[src/design/gtb_pkg.sv]
`timescale 1ns / 1ps
`default_nettype none
// ----------------------------------------------------------------------------
// GeLU tanh backward package
// Shared widths, fixed-point constants, payload types, rounding and reciprocal helpers.
// ----------------------------------------------------------------------------
package gtb_pkg;

  localparam int DataWidth  = 16;
  localparam int FracBits   = 12;
  localparam int Iq         = 28;
  localparam int XsqWidth   = 31;
  localparam int Y1Width    = 36;
  localparam int MagWidth   = 35;
  localparam int Y2Width    = 37;
  localparam int KWidth     = 8;
  localparam int RWidth     = 28;
  localparam int PWidth     = 29;
  localparam int NumWidth   = 57;
  localparam int DenWidth   = 30;
  localparam int DerivWidth = 37;
  localparam int GWidth     = 38;
  localparam int TermWidth  = 27;
  localparam int SumWidth   = 28;
  localparam int LoBits     = 18;
  localparam int ExpSteps   = 11;
  localparam int ExpKLimit  = 40;
  localparam int DivSteps   = 29;
  localparam int RcpLn2Shift = 40;
  localparam int RcpNShift  = 31;

  localparam logic signed [31:0] K3Q = -32'sd428361012;
  localparam logic signed [25:0] K4Q = -26'sd19154163;
  localparam logic signed [26:0] K5Q = -27'sd57462488;
  localparam logic [27:0] Ln2Q    = 28'd186065280;
  localparam logic [12:0] RcpLn2  = 13'd5909;
  localparam logic [PWidth-1:0] OneQ = PWidth'(1) << Iq;

  typedef struct packed {
    logic signed [Y2Width-1:0]   y2;
    logic signed [DataWidth-1:0] dy;
    logic signed [DataWidth-1:0] dx;
    logic                        last;
  } side_t;

  typedef struct packed {
    logic                neg;
    logic [MagWidth-1:0] mag;
    side_t               side;
  } item_t;

  typedef struct packed {
    logic              neg;
    logic [KWidth-1:0] k;
    logic [RWidth-1:0] r;
    side_t             side;
  } exp_t;

  // Shift right with rounding to nearest, ties away from zero.
  function automatic logic signed [79:0] rnd_q(input logic signed [79:0] v,
                                               input int unsigned sh);
    logic [79:0] mag;
    logic [79:0] half;
    half = 80'(1) << (sh - 1);
    mag  = v[79] ? 80'(-v) : 80'(v);
    mag  = (mag + half) >> sh;
    return v[79] ? -$signed(mag) : $signed(mag);
  endfunction

  // Reciprocal of a small divisor, scaled by two to the RcpNShift.
  function automatic logic [31:0] rcp_n(input logic [3:0] n);
    logic [31:0] m;
    unique case (n)
      4'd1:    m = 32'd2147483648;
      4'd2:    m = 32'd1073741824;
      4'd3:    m = 32'd715827882;
      4'd4:    m = 32'd536870912;
      4'd5:    m = 32'd429496729;
      4'd6:    m = 32'd357913941;
      4'd7:    m = 32'd306783378;
      4'd8:    m = 32'd268435456;
      4'd9:    m = 32'd238609294;
      4'd10:   m = 32'd214748364;
      4'd11:   m = 32'd195225786;
      default: m = '0;
    endcase
    return m;
  endfunction

endpackage
`default_nettype wire

[src/design/gtb_fifo.sv]
`timescale 1ns / 1ps
`default_nettype none
// ----------------------------------------------------------------------------
// GeLU tanh backward item queue
// Two-entry queue between the front end and the back end.
// ----------------------------------------------------------------------------
module gtb_fifo (
  input  wire logic           clk_i,
  input  wire logic           rst_ni,
  input  wire logic           push_i,
  input  wire gtb_pkg::item_t item_i,
  input  wire logic           pop_i,
  output gtb_pkg::item_t      item_o,
  output logic                full_o,
  output logic                empty_o
);

  gtb_pkg::item_t mem_q [2];
  logic       wr_q, rd_q;
  logic [1:0] cnt_q;

  assign full_o  = (cnt_q == 2'd2);
  assign empty_o = (cnt_q == 2'd0);
  assign item_o  = mem_q[rd_q];

  always_ff @(posedge clk_i or negedge rst_ni) begin
    if (!rst_ni) begin
      wr_q  <= 1'b0;
      rd_q  <= 1'b0;
      cnt_q <= 2'd0;
    end else begin
      if (push_i) begin
        wr_q <= !wr_q;
      end
      if (pop_i) begin
        rd_q <= !rd_q;
      end
      if (push_i && !pop_i) begin
        cnt_q <= cnt_q + 2'd1;
      end else if (pop_i && !push_i) begin
        cnt_q <= cnt_q - 2'd1;
      end
    end
  end

  always_ff @(posedge clk_i) begin
    if (push_i) begin
      mem_q[wr_q] <= item_i;
    end
  end

  a_no_overflow: assert property (@(posedge clk_i) disable iff (!rst_ni)
    push_i |-> !full_o) else $error("Queue written while full.");

  a_no_underflow: assert property (@(posedge clk_i) disable iff (!rst_ni)
    pop_i |-> !empty_o) else $error("Queue read while empty.");

  a_fill: assert property (@(posedge clk_i) disable iff (!rst_ni)
    (push_i && !pop_i) |=> !empty_o) else $error("Queue lost a written item.");

  a_ptrs: assert property (@(posedge clk_i) disable iff (!rst_ni)
    (cnt_q == 2'd0 || cnt_q == 2'd2) |-> (wr_q == rd_q))
    else $error("Queue pointers disagree with the count.");

endmodule
`default_nettype wire

[config.mk]
export PLATFORM = sky130hd
export DESIGN_NAME = gtb_fifo
export DESIGN_NICKNAME = d
export VERILOG_FILES = /design/src/design/gtb_pkg.sv /design/src/design/gtb_fifo.sv
export SDC_FILE = /design/constraint.sdc
export NUM_CORES = 1
export LEC_CHECK = 0
export BUFFER_PORTS_ARGS = -buffer_cell sky130_fd_sc_hd__clkbuf_2
export CAP_MARGIN = 20
export CORE_UTILIZATION = 56
export DETAILED_ROUTE_END_ITERATION = 8
export PLACE_DENSITY = 0.95
export SLEW_MARGIN = 20
export SYNTH_ARGS = -nofsm -noshare
export SYNTH_HDL_FRONTEND = slang
export SYNTH_SLANG_ARGS = --single-unit
[constraint.sdc]
create_clock -name clk_i -period 13.8 [get_ports clk_i]
set_input_delay 0.69 -clock clk_i [delete_from_list [all_inputs] [get_ports clk_i]]
set_output_delay 0.69 -clock clk_i [all_outputs]
set_load 0.02 [all_outputs]
==> flow_summary.toml, run 1 <==
[logic_synthesis]
syn_nets = 457
ys_warn_count = 0
synth_area_leaders = "edfxtp_1, mux2_2, mux2_4"
synth_top_area_cell = "edfxtp_1"
ys_ff_latch = 216
syn_avg_cell_area_um2 = 23.0
synthCells = 346
ys_types = 13
netlist_area_um2 = 7950
synth-seq-area-share_pct = 81.3
yosysTopAreaCellShare_pct = 80.1

[floorplanning]
die_w_um = 121
rows = 43
die-area_um2 = 14700
fp.coreArea_um2 = 13900
io_pins = 218
initial_utilization_pct = 57.3
die_h_um = 121

[setup_path]
critPathCaptureType = "primary output"
r2r.worst_path.cells = 2
rrSetupSlack_ns = 11.60
worst_ep_required_time_ns = 13.11
reg2reg_to = "mem_q[1][28]$_DFFE_PP_"
start_kind = "flip-flop"
cp.arrival_ns = 2.82
r2r-start = "wr_q$_DFFE_PN0P_"
worstPathMaxFanout = 59
worst-setup-path-type = "reg2out"

[status]
status = "complete, no violations"

[placed_design]
gp_congestion = 0.739
placed_area_um2 = 9210
placement.io_buffers = 217
dp_hpwl_um = 9570
dpl_worst_slack_ns = 10.80

[timing]
finalHoldViolCount = 0
fmax_mhz = 285
worst_pin_slew_ns = 0.903
tns_ns = 0
rsz0062_at_grt = "false"
slew_headroom_pct = 39.8
fin_crit_sh_pct = 25.5
fin_crit_ns = 3.51
report.final.slew_viol_count = 0
setup_violations = 0
fin_skew_ns = 0.0146
setup_ws_ns = 10.29

[power_and_ir_drop]
clkPwrFrac_pct = 27.2
power_density_nw_per_um2 = 220
pwr-share-comb_pct = 30.1
p_int_uw = 1510
ir_drop_uv = 172
leakagePower_uw = 0.00392
switching_share_pct = 31.0
p_sw_uw = 679
pwr-share-seq_pct = 42.7

[global_route]
grt_max_degree = 60
first_global_vias = 4234
gr-total-overflow = 0
track_usage_pct = 19.5
grt_pass1_wl_um = 21500
antenna_found_initial = 0

[route]
drt_iter0_drc = 232
routedWlPerCell_um = 18.8
final_antenna_net_count = 0
drt_wl_total_um = 14600
vias = 4029
avgViaCountPerCell = 5.19
dr.pass1.iters = 4
drc = 0

[run]
drv_cap = 0

[clock_network]
cts_sinks = 216
cts_setup_buffers = 0
cts_max_level = 1
numCtsBuffers = 22
postCtsHoldBufs = 1
cts_resized = 0
clk_pin_slew_worst_paths_ns = 0.06
cts_tree = "built"
cts-root-buf = "clkbuf_16"
insertion_delay_ns = 0.50
clockBufferDepth = 3

[finish]
final_common_cell = "clkbuf_2"
final_cell_mix = "clkbuf_2, edfxtp_1, mux2_2"
drive_gt1_share_pct = 60.7
num_antenna_cells = 0
final_cell_area_um2 = 9970
fin_util_pct = 71.8
finish.net_count = 691
area_growth_pct = 25.4

[hold_path]
min-delay-start = "item_i[76]"
hold_path.class = "in2reg"
min_delay_worst_endpoint = "mem_q[1][76]$_DFFE_PP_"
whs_path_depth = 1
-- cells by family after synthesis --
group,count (synthesis),share of synthesized area [%]
DFF,216,81.3
adders and majority gates,1,0.157
muxes,106,16.4
xor gates and xnor gates,5,0.551
buffers and inverters,13,1.20
and+or+nand+nor,5,0.331
-- synth_stat cells --
cell and count:
and2_1 1, mux2_4 30, inv_1 1, edfxtp_1 212
buf_6 5, ha_1 1, dfrtp_1 4, xor2_1 4
nor2b_1 2, xnor2_1 1, buf_2 7, mux2_2 76
nor2_1 2
-- power groups by stage --
stage	Sequential (µW)	Clock, µW	Combinational (µW)
finish	936	597	659
global route	948	632	696
floorplan	923	0	503
detailed placement	950	0	660
global placement	938	0	646
CTS	937	609	666
-- worst max-delay path by stage --
stage                           startpoint                    end  slack, ns  cells past startpoint
final                     rd_q$_DFFE_PN0P_             item_o[43]      10.29                      3
after global routing      rd_q$_DFFE_PN0P_              item_o[4]      10.18                      3
after CTS                 rd_q$_DFFE_PN0P_              item_o[7]      10.28                      3
after detailed placement  rd_q$_DFFE_PN0P_              item_o[7]      10.80                      3
after global placement    rd_q$_DFFE_PN0P_              item_o[7]      10.83                      3
after floorplan                     push_i  mem_q[0][0]$_DFFE_PP_       7.92                      1
-- flip-flops by register name (all words and copies together), names as in the netlist --
signal and cells:
mem_q 212, rd_q 1, wr_q 1, cnt_q 2
-- final cells by class --
type | instances | area (µm²)
Multi-Input combinational cell | 117 | 1400
Clock inverter | 16 | 186
Inverter | 1 | 3.75
Timing Repair Buffer | 222 | 1130
Clock buffer | 24 | 558
Tap cell | 180 | 225
Fill cell | 829 | 3910
Sequential cell | 216 | 6470
-- per-stage QoR --
stage | hold WS, ns | instances | power, µW
after floorplan | 0.394 | 346 | 1430
after global placement | 0.473 | 735 | 1580
after detailed placement | 0.503 | 735 | 1610
after CTS | 0.357 | 776 | 2210
after global routing | 0.364 | 776 | 2280
final | 0.381 | 776 | 2190
-- critical path, cell delays in order (launching register included) --
cell	delay, ns
dfrtp_4	0.88
buf_4	0.79
mux2_2	0.42
clkbuf_2	0.16
-- layer usage --
layer | GRT usage, % | vias to the layer above | part of all wire (%)
met5 | 0 | - | 0
met4 | 5.94 | 0 | 2.0
met3 | 4.28 | 28 | 6.3
met2 | 35.4 | 169 | 53
met1 | 23.0 | 1991 | 38
li1 | - | 1841 | -
No activity file was read; power rests on OpenSTA's default activity.
==> inputs of run 2 (changes only) <==
CORE_UTILIZATION = 52   (was 56)
PLACE_DENSITY = 0.9   (was 0.95)
clock period = 3.3 ns   (was 13.8 ns; I/O delays follow)
==> flow_summary.toml, run 2 (same netlist as run 1, synthesis figures left out) <==
[status]
status = "finished, violations left"
violations = "design-rule violations"

[clock_network]
cts_sinks = 216
cts_tree = "built"
cts_setup_buffers = 0
numCtsBuffers = 22
insertion_delay_ns = 0.49
cts-root-buf = "clkbuf_16"
cts_max_level = 1
clockBufferDepth = 3
clk_pin_slew_worst_paths_ns = 0.07

[power_and_ir_drop]
leakagePower_uw = 0.00439
ir_drop_uv = 623
power_density_nw_per_um2 = 849

[timing]
fmax_mhz = 412
worst_pin_slew_ns = 0.740
worst_hold_slack_ns = 0.0239
report.final.slew_viol_count = 0
finalHoldViolCount = 0
fin_skew_ns = 0.00934
rsz0062_at_grt = "false"
slew_headroom_pct = 50.6
fin_crit_ns = 2.43
setup_violations = 0
fin_crit_sh_pct = 73.6

[floorplanning]
initial_utilization_pct = 54.1
io_pins = 218
fp.coreArea_um2 = 14700
rows = 44
die-area_um2 = 15800
die_h_um = 126
die_w_um = 126

[setup_path]
worst_ep_required_time_ns = 3.13
cp.arrival_ns = 2.26
start_kind = "flip-flop"
cp_top_family = "flip-flops"
critPathCaptureType = "primary output"
critical_path_buf_inv_count = 2
worst-setup-path-type = "reg2out"
worstPathMaxFanout = 53
worst_path_max_delay_cell = "dfrtp_4"
path_cells = "buf_12 -> mux2_2 -> clkbuf_2"
critPathMaxStageDelay_ns = 0.78

[global_route]
gr-total-overflow = 0
track_usage_pct = 21.7
first_global_vias = 5041
grt_max_degree = 58
antenna_found_initial = 0
grt_pass1_wl_um = 26000

[finish]
drive_gt1_share_pct = 51.7
final_common_cell = "clkbuf_2"
finish.net_count = 800
top_register = "mem_q"
largest_register_ff_count = 212
top_regs = "mem_q (212), cnt_q (2)"
area_growth_pct = 39.6
final_cells = 888
final_cell_mix = "clkbuf_2, edfxtp_1, dlygate4sd3_1"
num_antenna_cells = 0

[route]
drt_iter0_drc = 236
routedWlPerCell_um = 19.3
vias = 4548
avgViaCountPerCell = 5.12
dr.pass1.iters = 7
drc = 13
drt_wl_total_um = 17100
final_antenna_net_count = 0

[run]
drv_cap = 0

[placed_design]
gp_congestion = 0.735
dp_hpwl_um = 9260
placement.io_buffers = 217
dp_cells = 740

[hold_path]
hold_path.class = "in2async"
## run 2: layout make-up
class,count,area [µm²]
multi-input cells,117,1400
fillers,773,3600
well taps,184,230
clock inverters,14,173
inverters,1,3.75
flip-flops and latches,216,6470
clock buffers,25,583
repair buffers,331,2240
## run 2: per-stage QoR
| stage | utilization (%) | setup slack (ns) | TNS, ns | cell area (µm²) | total power, µW |
|---|---|---|---|---|---|
| after detailed placement | 62.9 | 1.38 | 0 | 9250 | 6760 |
| after floorplan | - | -0.0433 | -4.59 | 7960 | 5930 |
| final | 75.5 | 0.871 | 0 | 11100 | 9420 |
| after global placement | 62.9 | 1.44 | 0 | 9250 | 6680 |
| after CTS | 75.5 | 0.864 | 0 | 11100 | 9400 |
| after global routing | 75.5 | 0.788 | 0 | 11100 | 9750 |
## run 2: worst paths after layout
kind                                 startpoint                endpoint  slack (ns)  cells past startpoint
min in group clk_i                   item_i[23]  mem_q[0][23]$_DFFE_PP_        0.41                      2
setup / recovery               rd_q$_DFFE_PN0P_              item_o[31]        0.87                      3
hold / removal                           rst_ni    cnt_q[0]$_DFFE_PN0P_        0.02                      2
setup reg to reg               wr_q$_DFFE_PN0P_   mem_q[1][7]$_DFFE_PP_        1.45                      2
hold reg to reg            cnt_q[1]$_DFFE_PN0P_    cnt_q[1]$_DFFE_PN0P_        0.53                      1
max in group asynchronous                rst_ni        rd_q$_DFFE_PN0P_        3.10                      2
## run 2: report_power, final
group	switching, µW	internal [µW]
Sequential	244	3650
Clock	993	1580
Combinational	1710	1250
## run 2: timing repair
action,4_1_cts,5_1_grt
resized for setup,0,0
hold buffers,109,0
endpoints found under the hold margin,218,0
## run 2: per-layer routing
layer	global-route usage, %	up-vias	routed length [µm]
met1	25.6	2218	6620
met2	38.7	231	8720
met3	5.23	43	1240
li1	-	2056	-
met4	7.75	0	513
met5	0	-	0
